File: src/design/mccled_pkg.sv
package mccled_pkg;

  // One control-change message
  typedef struct packed {
    logic [6:0] controller;
    logic [6:0] cc_value;
  } cc_item_t;

  // One LED parameter write
  typedef struct packed {
    logic [1:0]  led_index;
    logic [2:0]  target_field;
    logic [13:0] field_value;
  } led_write_t;

  // Parameter codes carried in target_field
  typedef enum logic [2:0] {
    FIELD_BRIGHT1 = 3'd0,
    FIELD_TIME1   = 3'd1,
    FIELD_GLIDE1  = 3'd2,
    FIELD_BRIGHT2 = 3'd3,
    FIELD_TIME2   = 3'd4,
    FIELD_GLIDE2  = 3'd5,
    FIELD_BLINK   = 3'd6,
    FIELD_SIMPLE  = 3'd7
  } field_e;

  // Configuration register indexes
  typedef enum logic [2:0] {
    REG_MODE         = 3'd0,
    REG_LED0_SIMPLE  = 3'd1,
    REG_LED1_SIMPLE  = 3'd2,
    REG_LED2_SIMPLE  = 3'd3,
    REG_LED0_BASE    = 3'd4,
    REG_LED1_BASE    = 3'd5,
    REG_LED2_BASE    = 3'd6,
    REG_UNUSED       = 3'd7
  } cfg_reg_e;

  localparam int unsigned LedCount   = 3;
  localparam int unsigned CtrlWidth  = 7;
  localparam int unsigned CtrlCount  = 1 << CtrlWidth;
  localparam logic [6:0]  LsbOffset  = 7'd32;
  localparam logic [2:0]  LastOffset = 3'd6;

  // Reset values of the controller registers
  localparam logic [6:0] SimpleRst0 = 7'd20;
  localparam logic [6:0] SimpleRst1 = 7'd21;
  localparam logic [6:0] SimpleRst2 = 7'd22;
  localparam logic [6:0] BaseRst0   = 7'd0;
  localparam logic [6:0] BaseRst1   = 7'd7;
  localparam logic [6:0] BaseRst2   = 7'd14;

  // Reciprocal of 127 folded with the factor 1000, applied as >> 24
  localparam logic [33:0] ScaleMul   = 34'd132105000;
  localparam int unsigned ScaleShift = 24;

  typedef struct packed {
    logic                  operating_mode;
    logic [2:0][6:0]       simple_ctrl;
    logic [2:0][6:0]       base_ctrl;
  } cfg_regs_t;

  // Decode outcome for one item
  typedef struct packed {
    logic       emit;
    led_write_t result;
    logic       msb_write;
    logic       clear_valid;
  } dec_out_t;

  // value * 1000 / 127 for a 7-bit value, exact over 0..127
  function automatic logic [9:0] scale_brightness(input logic [6:0] v);
    logic [33:0] prod;
    prod = 34'(v) * ScaleMul;
    return prod[ScaleShift +: 10];
  endfunction

  // Time and glide parameters are 14-bit, sent as MSB then LSB
  function automatic logic is_wide(input logic [2:0] p);
    return (p == FIELD_TIME1) || (p == FIELD_GLIDE1) ||
           (p == FIELD_TIME2) || (p == FIELD_GLIDE2);
  endfunction

endpackage

File: src/design/mccled_decode.sv
module mccled_decode (
  input  mccled_pkg::cc_item_t  item_i,
  input  mccled_pkg::cfg_regs_t cfg_i,
  input  logic                  lsb_pending_i,
  input  logic [6:0]            lsb_msb_i,
  output mccled_pkg::dec_out_t  dec_o
);

  logic [2:0]      msb_hit;
  logic [2:0]      lsb_hit;
  logic [2:0][2:0] msb_off;
  logic [2:0][2:0] lsb_off;
  logic [9:0]      scaled;

  assign scaled = mccled_pkg::scale_brightness(item_i.cc_value);

  // Match the controller against each LED's MSB and LSB ranges
  always_comb begin
    logic [7:0] dm;
    logic [8:0] lo;
    logic [8:0] dl;
    for (int i = 0; i < 3; i++) begin
      dm = {1'b0, item_i.controller} - {1'b0, cfg_i.base_ctrl[i]};
      msb_hit[i] = !dm[7] && (dm[6:0] <= 7'(mccled_pkg::LastOffset));
      msb_off[i] = dm[2:0];
      lo = {2'b00, cfg_i.base_ctrl[i]} + {2'b00, mccled_pkg::LsbOffset};
      dl = {2'b00, item_i.controller} - lo;
      lsb_hit[i] = !dl[8] && (dl[7:0] <= 8'(mccled_pkg::LastOffset));
      lsb_off[i] = dl[2:0];
    end
  end

  // Pick the first match and form the result
  always_comb begin
    logic found;
    found = 1'b0;
    dec_o = '0;
    if (!cfg_i.operating_mode) begin
      for (int i = 0; i < 3; i++) begin
        if (!found && item_i.controller == cfg_i.simple_ctrl[i]) begin
          found = 1'b1;
          dec_o.emit = 1'b1;
          dec_o.result.led_index = 2'(i);
          dec_o.result.target_field = mccled_pkg::FIELD_SIMPLE;
          dec_o.result.field_value = {4'b0, scaled};
        end
      end
    end else begin
      for (int i = 0; i < 3; i++) begin
        if (!found && msb_hit[i]) begin
          found = 1'b1;
          dec_o.result.led_index = 2'(i);
          dec_o.result.target_field = msb_off[i];
          if (mccled_pkg::is_wide(msb_off[i])) begin
            dec_o.msb_write = 1'b1;
          end else if (msb_off[i] == mccled_pkg::FIELD_BLINK) begin
            dec_o.emit = 1'b1;
            dec_o.result.field_value = {7'b0, item_i.cc_value};
          end else begin
            dec_o.emit = 1'b1;
            dec_o.result.field_value = {4'b0, scaled};
          end
        end
      end
      for (int i = 0; i < 3; i++) begin
        if (!found && lsb_hit[i]) begin
          found = 1'b1;
          dec_o.result.led_index = 2'(i);
          dec_o.result.target_field = lsb_off[i];
          dec_o.result.field_value = {lsb_msb_i, item_i.cc_value};
          // Drop an LSB with no stored MSB; consume the MSB otherwise
          if (lsb_pending_i) begin
            dec_o.clear_valid = 1'b1;
            dec_o.emit = mccled_pkg::is_wide(lsb_off[i]);
          end
        end
      end
    end
  end

endmodule

File: src/design/midi_cc_led_parameter_decoder.sv
// MIDI control-change to LED parameter decoder. Takes one control-change item
// per cycle and gives at most one LED parameter write per item, registered in
// the input stage and then the output register; only out_ready_i low stalls
// the flow. In simple mode one controller per LED sets brightness 1 to
// value*1000/127 with all other parameters cleared (target field 7). In
// advanced mode each LED owns seven controllers from its base; 14-bit time and
// glide take the MSB on the controller and the LSB on controller+32, the MSB
// held in a 128-entry single-port-write, single-port-read RAM with per-entry
// valid flags and a forward path for back-to-back items. Writing the mode
// register clears all pending MSBs; configure only while the block is idle.
module midi_cc_led_parameter_decoder (
  input  logic                   clk_i,
  input  logic                   rst_ni,
  input  logic                   in_valid_i,
  output logic                   in_ready_o,
  input  mccled_pkg::cc_item_t   in_item_i,
  output logic                   out_valid_o,
  input  logic                   out_ready_i,
  output mccled_pkg::led_write_t out_item_o,
  input  logic                   cfg_valid_i,
  output logic                   cfg_ready_o,
  input  logic [2:0]             cfg_index_i,
  input  logic [6:0]             cfg_data_i
);

  mccled_pkg::cfg_regs_t   cfg_q;
  logic                    cfg_we;
  logic                    s1_valid_q;
  mccled_pkg::cc_item_t    s1_item_q;
  logic                    s1_fire;
  logic                    in_fire;
  logic                    out_valid_q;
  mccled_pkg::led_write_t  out_item_q;
  logic [mccled_pkg::CtrlCount-1:0] pend_valid_q;
  logic [6:0]              msb_mem [mccled_pkg::CtrlCount];
  logic [6:0]              mem_rd_q;
  logic                    byp_q;
  logic [6:0]              byp_data_q;
  logic [6:0]              rd_addr;
  logic [6:0]              lsb_slot;
  logic [6:0]              s1_msb;
  logic                    mem_we;
  mccled_pkg::dec_out_t    dec;

  assign cfg_ready_o = 1'b1;
  assign cfg_we      = cfg_valid_i;

  // Configuration registers
  always_ff @(posedge clk_i or negedge rst_ni) begin
    if (!rst_ni) begin
      cfg_q.operating_mode <= 1'b0;
      cfg_q.simple_ctrl[0] <= mccled_pkg::SimpleRst0;
      cfg_q.simple_ctrl[1] <= mccled_pkg::SimpleRst1;
      cfg_q.simple_ctrl[2] <= mccled_pkg::SimpleRst2;
      cfg_q.base_ctrl[0]   <= mccled_pkg::BaseRst0;
      cfg_q.base_ctrl[1]   <= mccled_pkg::BaseRst1;
      cfg_q.base_ctrl[2]   <= mccled_pkg::BaseRst2;
    end else if (cfg_we) begin
      unique case (mccled_pkg::cfg_reg_e'(cfg_index_i))
        mccled_pkg::REG_MODE:        cfg_q.operating_mode <= cfg_data_i[0];
        mccled_pkg::REG_LED0_SIMPLE: cfg_q.simple_ctrl[0] <= cfg_data_i;
        mccled_pkg::REG_LED1_SIMPLE: cfg_q.simple_ctrl[1] <= cfg_data_i;
        mccled_pkg::REG_LED2_SIMPLE: cfg_q.simple_ctrl[2] <= cfg_data_i;
        mccled_pkg::REG_LED0_BASE:   cfg_q.base_ctrl[0]   <= cfg_data_i;
        mccled_pkg::REG_LED1_BASE:   cfg_q.base_ctrl[1]   <= cfg_data_i;
        mccled_pkg::REG_LED2_BASE:   cfg_q.base_ctrl[2]   <= cfg_data_i;
        default: ;
      endcase
    end
  end

  // Handshake: stage advances when the output register is free or drains
  assign s1_fire    = s1_valid_q && (!out_valid_q || out_ready_i);
  assign in_ready_o = !s1_valid_q || s1_fire;
  assign in_fire    = in_valid_i && in_ready_o;

  // Input stage
  always_ff @(posedge clk_i or negedge rst_ni) begin
    if (!rst_ni) begin
      s1_valid_q <= 1'b0;
    end else if (in_fire) begin
      s1_valid_q <= 1'b1;
    end else if (s1_fire) begin
      s1_valid_q <= 1'b0;
    end
  end

  always_ff @(posedge clk_i) begin
    if (in_fire) begin
      s1_item_q <= in_item_i;
    end
  end

  // MSB store: read the LSB's partner slot on accept, forward a same-cycle write
  assign rd_addr  = in_item_i.controller - mccled_pkg::LsbOffset;
  assign lsb_slot = s1_item_q.controller - mccled_pkg::LsbOffset;
  assign mem_we   = s1_fire && dec.msb_write;

  always_ff @(posedge clk_i) begin
    if (mem_we) begin
      msb_mem[s1_item_q.controller] <= s1_item_q.cc_value;
    end
    if (in_fire) begin
      mem_rd_q   <= msb_mem[rd_addr];
      byp_data_q <= s1_item_q.cc_value;
    end
  end

  always_ff @(posedge clk_i or negedge rst_ni) begin
    if (!rst_ni) begin
      byp_q <= 1'b0;
    end else if (in_fire) begin
      byp_q <= mem_we && (s1_item_q.controller == rd_addr);
    end
  end

  assign s1_msb = byp_q ? byp_data_q : mem_rd_q;

  // Pending flags: set on MSB, clear on consumed LSB, wipe on mode write
  always_ff @(posedge clk_i or negedge rst_ni) begin
    if (!rst_ni) begin
      pend_valid_q <= '0;
    end else if (cfg_we && cfg_index_i == mccled_pkg::REG_MODE) begin
      pend_valid_q <= '0;
    end else if (s1_fire) begin
      if (dec.msb_write) begin
        pend_valid_q[s1_item_q.controller] <= 1'b1;
      end else if (dec.clear_valid) begin
        pend_valid_q[lsb_slot] <= 1'b0;
      end
    end
  end

  mccled_decode u_decode (
    .item_i        (s1_item_q),
    .cfg_i         (cfg_q),
    .lsb_pending_i (pend_valid_q[lsb_slot]),
    .lsb_msb_i     (s1_msb),
    .dec_o         (dec)
  );

  // Output register
  always_ff @(posedge clk_i or negedge rst_ni) begin
    if (!rst_ni) begin
      out_valid_q <= 1'b0;
    end else if (s1_fire) begin
      out_valid_q <= dec.emit;
    end else if (out_ready_i) begin
      out_valid_q <= 1'b0;
    end
  end

  always_ff @(posedge clk_i) begin
    if (s1_fire && dec.emit) begin
      out_item_q <= dec.result;
    end
  end

  assign out_valid_o = out_valid_q;
  assign out_item_o  = out_item_q;

endmodule
File: config.mk
export PLATFORM = sky130hd
export DESIGN_NAME = midi_cc_led_parameter_decoder
export DESIGN_NICKNAME = d
export VERILOG_FILES = /design/src/design/mccled_pkg.sv /design/src/design/mccled_decode.sv /design/src/design/midi_cc_led_parameter_decoder.sv
export SDC_FILE = /design/constraint.sdc
export NUM_CORES = 2
export LEC_CHECK = 0
export ABC_AREA = 1
export BUFFER_PORTS_ARGS = -buffer_cell sky130_fd_sc_hd__clkbuf_2
export CAP_MARGIN = 20
export CORE_MARGIN = 2
export CORE_UTILIZATION = 40
export CTS_CLUSTER_DIAMETER = 50
export DETAILED_ROUTE_END_ITERATION = 7
export PLACE_DENSITY_LB_ADDON = 0.2
export SYNTH_ARGS = -nofsm -noshare
export SYNTH_HDL_FRONTEND = slang
export SYNTH_HIERARCHICAL = 1
export SYNTH_SLANG_ARGS = --single-unit
File: constraint.sdc
create_clock -name clk_i -period 9 [get_ports clk_i]
set_clock_uncertainty 0.1 [all_clocks]
set_input_delay 0.9 -clock clk_i [delete_from_list [all_inputs] [get_ports clk_i]]
set_output_delay 0.9 -clock clk_i [all_outputs]
set_load 0.02 [all_outputs]
# --- After elaboration in Yosys (flattened, before gate mapping) ---
# Memory sizes are Yosys's and may differ from the RTL's. A register that Yosys moved wholly into a read port is not among the register bits.
# Cells that the tools add are included.
word_totals:
  regBits: 214
  latch_bits: 0
  mem_bits_rw: 896
  romBits: 0
  input_bits: 29
  output_inout_bits: 22
  wordCells: 213
  memories: 1
mem_list:
  columns: ["name", "depth", "word_bits", "rd", "rd_clocked_by_memory_dff", "wr", "line", "rtl"]
  rows:
  - ["msb_mem", 128, 7, 1, 1, 1, "midi_cc_led_parameter_decoder.sv:35", "logic [6:0] msb_mem [mccled_pkg::CtrlCount];"]
op_classes:
  n_addsub: 11
  n_mul: 1
  div: 0
  order_cmp: 10
  n_eq_ne: 37
  shifts: 0
  mux: 64
  bitwise: 3
  n_reduce_logical: 69
op_table:
  columns: ["operator", "n"]
  rows:
  - ["$mux 128", 4]
  - ["$mux 20", 7]
  - ["$and 128x128->128", 1]
  - ["$not 128->128", 1]
  - ["$or 128x128->128", 1]
  - ["$mux 21", 4]
  - ["$eq 3x3->1 const B", 18]
  - ["$mux 14", 3]
  - ["$mux 1", 38]
  - ["$mul 7x24->31 const B", 1]
  - ["$mux 10", 3]
  - ["$eq 7x7->1", 4]
  - ["$sub 7x9->9", 3]
  - ["$add 7x6->8 const B", 3]
  - ["$eq 3x2->1 const B", 8]
  - ["$le 8x3->1 const B", 3]
  - ["$sub 7x7->8", 3]
  - ["$eq 3x1->1 const B", 7]
  - ["$le 7x3->1 const B", 3]
  - ["$logic_and 1x1->1", 21]
  - ["$logic_or 1x1->1", 20]
  - ["$lt 7x8->1 const B", 2]
  - ["$reduce_and 2->1", 8]
  - ["$logic_not 1->1", 15]
  - ["other kinds (9)", 14]

# --- Depth between registers and ports, before layout ---
depth:
  word_depth: 29
  ltp_mapped: 26
  ltp_nobuf: 24

# --- Hierarchy ---
# The synthesis kept the hierarchy.
by_module_without_submodules:
  columns: ["mod", "n_inst", "cells_per_inst", "area_each_um2", "seq_area_each_um2"]
  rows:
  - ["midi_cc_led_parameter_decoder", 1, 4828, 49134.6, 32688.9]
  - ["mccled_decode", 1, 954, 6157.2, 0.0]

# --- Least setup slack after synthesis ---
# No wires, ideal clock.
synth_path:
  path_kind: "flip-flop to flip-flop"
  startpoint: "register s1_item_q[3] in the netlist's numbering"
  endpoint: "register out_item_q, in the netlist out_item_o[6], data pin"
  setup_ps: 263
  arrival_ps: 6305
  required_ps: 8637
  path_slack_ps: 2332
  path_stages_with_launch: 23
  path_buffers: 0
  synth_period_minus_slack_ps: 6668
  path_cell_list: "edfxtp_1 > inv_1 > fa_1 > inv_1 > fa_1 > fa_1 > inv_1 > fa_1 > inv_1 > ha_1 > nand2_1 > nand2_1 > a31oi_1 > nor2_1 > or2_2 > a21oi_1 > nand2_1 > nand2_1 > nand2_1 > nand2_1 > nand4_1 > nand3_1 > nand3_1"
synth_lines:
  columns: ["item", "line", "rtl"]
  rows:
  - ["start: declaration", "midi_cc_led_parameter_decoder.sv:29", "mccled_pkg::cc_item_t s1_item_q;"]
  - ["start signal: assignment", "midi_cc_led_parameter_decoder.sv:90", "s1_item_q <= in_item_i;"]
  - ["end signal: assignment", "midi_cc_led_parameter_decoder.sv:155", "out_item_q <= dec.result;"]
  - ["end: declaration", "midi_cc_led_parameter_decoder.sv:33", "mccled_pkg::led_write_t out_item_q;"]

==> impl_metrics.toml <==
[power_and_ir_drop]
combinationalPowerShare = 0.188
power.internal_mw = 9.73
ir_worst_vdd_mv = 0.182
pwr-share-seq = 0.418
clkPwrFrac = 0.393
total_power_divided_by_cell_area_nw_per_um2 = 229
sw_frac_of_total = 0.302
p_switching_mw = 4.21
leakagePower_nw = 24.6

[worst_setup_path]
critical_path.startpoint_type = "register"
cp_data_required_time_ps = 9610
path_max_fanout = 88
critPathKind = "reg2reg"
crit_path_max_delay_family = "buffers and inverters"
critical-path-top-cell-by-count = "sky130_fd_sc_hd__buf_4"
crit_arrival_ps = 6720
critical-path-slowest-cell = "sky130_fd_sc_hd__and3_4"
critical-path-max-stage-delay_ps = 840
setup.worst_path.end_class = "register"
worstPathCellList = "buf_4 > ha_1 > inv_1 > fa_1 > nor2_1 > nor2_1 > nand3_1 > nand2_1 > inv_2 > nand4_4 > nand2_4 > nor2_4 > nand2_4 > inv_2 > nor3_2 > and3_4 > buf_4 > inv_4 > buf_4 > a31oi_1 > o21ai_0 > inv_1"
worstPathBufferInverterCount = 8

[grt]
maximum_number_of_pins_on_one_net_before_global_route_repair = 171
antenna_found_initial = 4
grt_util_all_layers = 0.231
met1_usage = 0.337
grt_overflow_total = 0
grt.met3_usage = 0.0356
grt_util_met2 = 0.352
first_global_vias = 39400
grt_pass1_wl_um = 250000
gr-max-usage-layer = "met2"

[layout]
fillerInstances = 13100
multiInputGateArea_um2 = 18900
antenna-diode-count = 0
synthToLayoutAreaGrowth_pct = 10.1
drive_gt1_frac = 0.0746
seqCellArea_um2 = 32700
finish.net_count = 5897

[cts]
post_cts_resize_count = 0
cts.path.max_buffers = 3
clk_latency_worst_skew_pair_ps = 770
clkSlewWorstSetupHoldPaths_ps = 60
hold_fix_buffers_cts = 0
cts_made_buffers = 139
clk_root_buffer_cell = "sky130_fd_sc_hd__clkbuf_16"
cts_tree = "built"
cts.sink_count = 1117
cts.repair_timing.setup_buffer_count = 0
cts_max_level = 4

[detailed_routing]
dr.pass1.iters = 6
final_antenna_net_count = 0
drt-total-wl_um = 164000
wl_per_cell_um = 21.5
routed-via-count = 41000
drtIter0Drc = 4388
drt-vias-per-instance = 5.39
drc_errors = 0

[timing]
max_freq_ghz = 0.164
headroom_to_the_max_slew_limit = 0.245
rsz0062_at_grt = "false"
hold_viol_final = 0
worst_tran_pin_value_ps = 1130
final_max_slew_violation_count = 0
timing.final.setup_violations = 0
finalSetupTns_ps = 0
post-route-min-period_ps = 6110
finalHoldWorstSlack_ps = 76.7
final_min_period_over_clock_period = 0.679

[placement]
dp_hpwl_um = 102000
routabilityCongestion = 0.885
buffer_ports.inserted = 49

[synth]
netlist-cell-type-count = 60
ys.warnings.count = 6
synth-edff-count = 943
netlist_instances = 5782
mappedNetlistArea_um2 = 55300
total_of_flip_flops_plus_latches_after_synthesis = 1117
ys_seq_area_frac = 0.591
synth_ff_type = "sky130_fd_sc_hd__edfxtp_1"
synth_async_sr_flop_share = 0.156
synthesis.area_per_instance_um2 = 9.56
syn_nets = 5975

[floorplanning]
die_footprint_um2 = 141000
die_h_um = 376
initial_utilization = 0.403
core_area_um2 = 137000
boundaryPins = 51
standard_cell_rows = 136
dieWidth_um = 376

[outcome]
run_status = "finished clean"

[min_path]
timing.hold.worst.class = "in2async"

[job]
timing.max_cap.violations = 0
## placed cells by master, fill, tap and decap left out, types with 5 or more instances in the layout
cell type and n:
sky130_fd_sc_hd__nor2_2 22, sky130_fd_sc_hd__o211ai_1 10, sky130_fd_sc_hd__buf_12 5, sky130_fd_sc_hd__nand4_1 18, sky130_fd_sc_hd__clkinv_4 6, sky130_fd_sc_hd__clkbuf_1 17
sky130_fd_sc_hd__bufinv_16 10, sky130_fd_sc_hd__nand2_2 11, sky130_fd_sc_hd__clkinv_1 19, sky130_fd_sc_hd__a21oi_1 71, sky130_fd_sc_hd__nor3_2 8, sky130_fd_sc_hd__nor2_4 8
sky130_fd_sc_hd__clkbuf_16 140, sky130_fd_sc_hd__clkinv_8 5, sky130_fd_sc_hd__nor2_1 423, sky130_fd_sc_hd__inv_6 19, sky130_fd_sc_hd__a31oi_1 102, sky130_fd_sc_hd__o21ai_0 214
sky130_fd_sc_hd__nand3_1 836, sky130_fd_sc_hd__nand2_1 1816, sky130_fd_sc_hd__xor2_1 22, sky130_fd_sc_hd__a21o_1 5, sky130_fd_sc_hd__nor3_1 17, sky130_fd_sc_hd__o21bai_1 5
sky130_fd_sc_hd__nand2_4 5, sky130_fd_sc_hd__clkinvlp_4 9, sky130_fd_sc_hd__inv_1 448, sky130_fd_sc_hd__ha_1 110, sky130_fd_sc_hd__edfxtp_1 943, sky130_fd_sc_hd__mux2_2 7
sky130_fd_sc_hd__dfstp_2 14, sky130_fd_sc_hd__fa_1 54, sky130_fd_sc_hd__clkinv_2 26, sky130_fd_sc_hd__o21ai_1 58, sky130_fd_sc_hd__clkbuf_2 45, sky130_fd_sc_hd__dfrtp_1 160
sky130_fd_sc_hd__inv_2 24, sky130_fd_sc_hd__xnor2_1 15, sky130_fd_sc_hd__buf_4 43
## area by class of cell
class                           count  share of cell area
Inverter                          478              0.0300
Timing Repair Buffer               97              0.0116
Clock buffer                      158              0.0588
Sequential cell                  1117               0.537
Tap cell                         1794              0.0369
Multi-Input combinational cell   3871               0.311
Clock inverter                     95              0.0150
## state kept, by name, summed over array words and instances, names as in the netlist
| register | count |
|---|---|
| out_valid_o | 1 |
| byp_q | 1 |
| cfg_q | 43 |
| s1_item_q | 14 |
| s1_valid_q | 1 |
| mem_rd_q | 7 |
| pend_valid_q | 128 |
| msb_mem | 896 |
| out_item_o | 19 |
| byp_data_q | 7 |
## cells by family after synthesis
family	Yosys count	share of synthesized area
xor gates and xnor gates	37	0.00586
other	1	0.0000678
muxes	7	0.00143
and+or+nand+nor	3179	0.242
buffers and inverters	794	0.0670
adders and majority gates	164	0.0444
DFF	1117	0.591
AOI/OAI and AO/OA	483	0.0482
## routing by layer
layer | vias to the layer above | part of all wire
met4 | 4 | 0.031
met3 | 284 | 0.069
li1 | 19200 | -
met5 | - | 0.00018
met1 | 20000 | 0.45
met2 | 1572 | 0.45
## power groups by stage
| stage | sequential, mW | clock (mW) | combinational, mW |
|---|---|---|---|
| floorplan | 5.97 | 0 | 1.84 |
| global route | 5.84 | 5.78 | 2.97 |
| detailed placement | 5.93 | 0 | 2.59 |
| finish | 5.83 | 5.49 | 2.63 |
| CTS | 5.83 | 5.56 | 2.60 |
| global placement | 5.93 | 0 | 2.58 |
## stage by stage
step / util / instance area (um2) / worst slack, ps / power (mW) / instances
after floorplan: - / 55300 / 2330 / 7.80 / 5782
final: 0.443 / 60900 / 2890 / 13.9 / 7610
after global placement: 0.410 / 56400 / 3180 / 8.51 / 7356
after global routing: 0.443 / 60900 / 2620 / 14.6 / 7610
after detailed placement: 0.410 / 56400 / 3140 / 8.52 / 7356
after CTS: 0.443 / 60900 / 3120 / 14.0 / 7609
## synth_stat cells, types with 3 or more instances
| master | number | area (um2) |
|---|---|---|
| sky130_fd_sc_hd__o21a_1 | 3 | 22.5 |
| sky130_fd_sc_hd__or2_2 | 3 | 18.8 |
| sky130_fd_sc_hd__dfrtp_1 | 160 | 4000 |
| sky130_fd_sc_hd__fa_1 | 54 | 1080 |
| sky130_fd_sc_hd__buf_6 | 53 | 597 |
| sky130_fd_sc_hd__nand4_1 | 18 | 113 |
| sky130_fd_sc_hd__o22ai_1 | 3 | 18.8 |
| sky130_fd_sc_hd__a21oi_1 | 71 | 355 |
| sky130_fd_sc_hd__nand2_1 | 1816 | 6820 |
| sky130_fd_sc_hd__o21ai_0 | 214 | 1070 |
| sky130_fd_sc_hd__nand2_2 | 12 | 75.1 |
| sky130_fd_sc_hd__xnor2_1 | 15 | 131 |
| sky130_fd_sc_hd__dfstp_2 | 14 | 368 |
| sky130_fd_sc_hd__buf_2 | 119 | 596 |
| sky130_fd_sc_hd__nand4_4 | 3 | 63.8 |
| sky130_fd_sc_hd__clkbuf_1 | 72 | 270 |
| sky130_fd_sc_hd__buf_1 | 31 | 116 |
| sky130_fd_sc_hd__o21bai_1 | 5 | 37.5 |
| sky130_fd_sc_hd__a21o_1 | 5 | 37.5 |
| sky130_fd_sc_hd__o211ai_1 | 10 | 75.1 |
| sky130_fd_sc_hd__buf_4 | 40 | 300 |
| sky130_fd_sc_hd__nor2_4 | 8 | 90.1 |
| sky130_fd_sc_hd__a31oi_1 | 102 | 638 |
| sky130_fd_sc_hd__nor3_1 | 17 | 85.1 |
| sky130_fd_sc_hd__nor3_2 | 8 | 80.1 |
| sky130_fd_sc_hd__inv_1 | 450 | 1690 |
| sky130_fd_sc_hd__nor2_1 | 424 | 1590 |
| sky130_fd_sc_hd__ha_1 | 110 | 1380 |
| sky130_fd_sc_hd__o21ai_1 | 58 | 290 |
| sky130_fd_sc_hd__mux2_2 | 7 | 78.8 |
| sky130_fd_sc_hd__inv_2 | 25 | 93.8 |
| sky130_fd_sc_hd__xor2_1 | 22 | 193 |
| sky130_fd_sc_hd__edfxtp_1 | 943 | 28300 |
| sky130_fd_sc_hd__nand2_4 | 4 | 45.0 |
| sky130_fd_sc_hd__nor2_2 | 21 | 131 |
| sky130_fd_sc_hd__nand3_1 | 836 | 4180 |
## worst paths after layout
| kind | from | end | slack (ps) | cells past startpoint |
|---|---|---|---|---|
| max | s1_item_q[9]$_DFFE_PP_ | pend_valid_q[58]$_DFFE_PN0P_ | 2890 | 22 |
| min | rst_ni | cfg_q[5]$_DFFE_PN0P_ | 80 | 1 |
| max reg2reg | s1_item_q[9]$_DFFE_PP_ | pend_valid_q[58]$_DFFE_PN0P_ | 2890 | 22 |
| min reg2reg | pend_valid_q[27]$_DFFE_PN0P_ | pend_valid_q[27]$_DFFE_PN0P_ | 380 | 2 |
| max in group asynchronous | rst_ni | pend_valid_q[71]$_DFFE_PN0P_ | 7300 | 2 |
| min in group clk_i | in_item_i[0] | s1_item_q[0]$_DFFE_PP_ | 200 | 1 |
(Power assumes the default switching activity.)
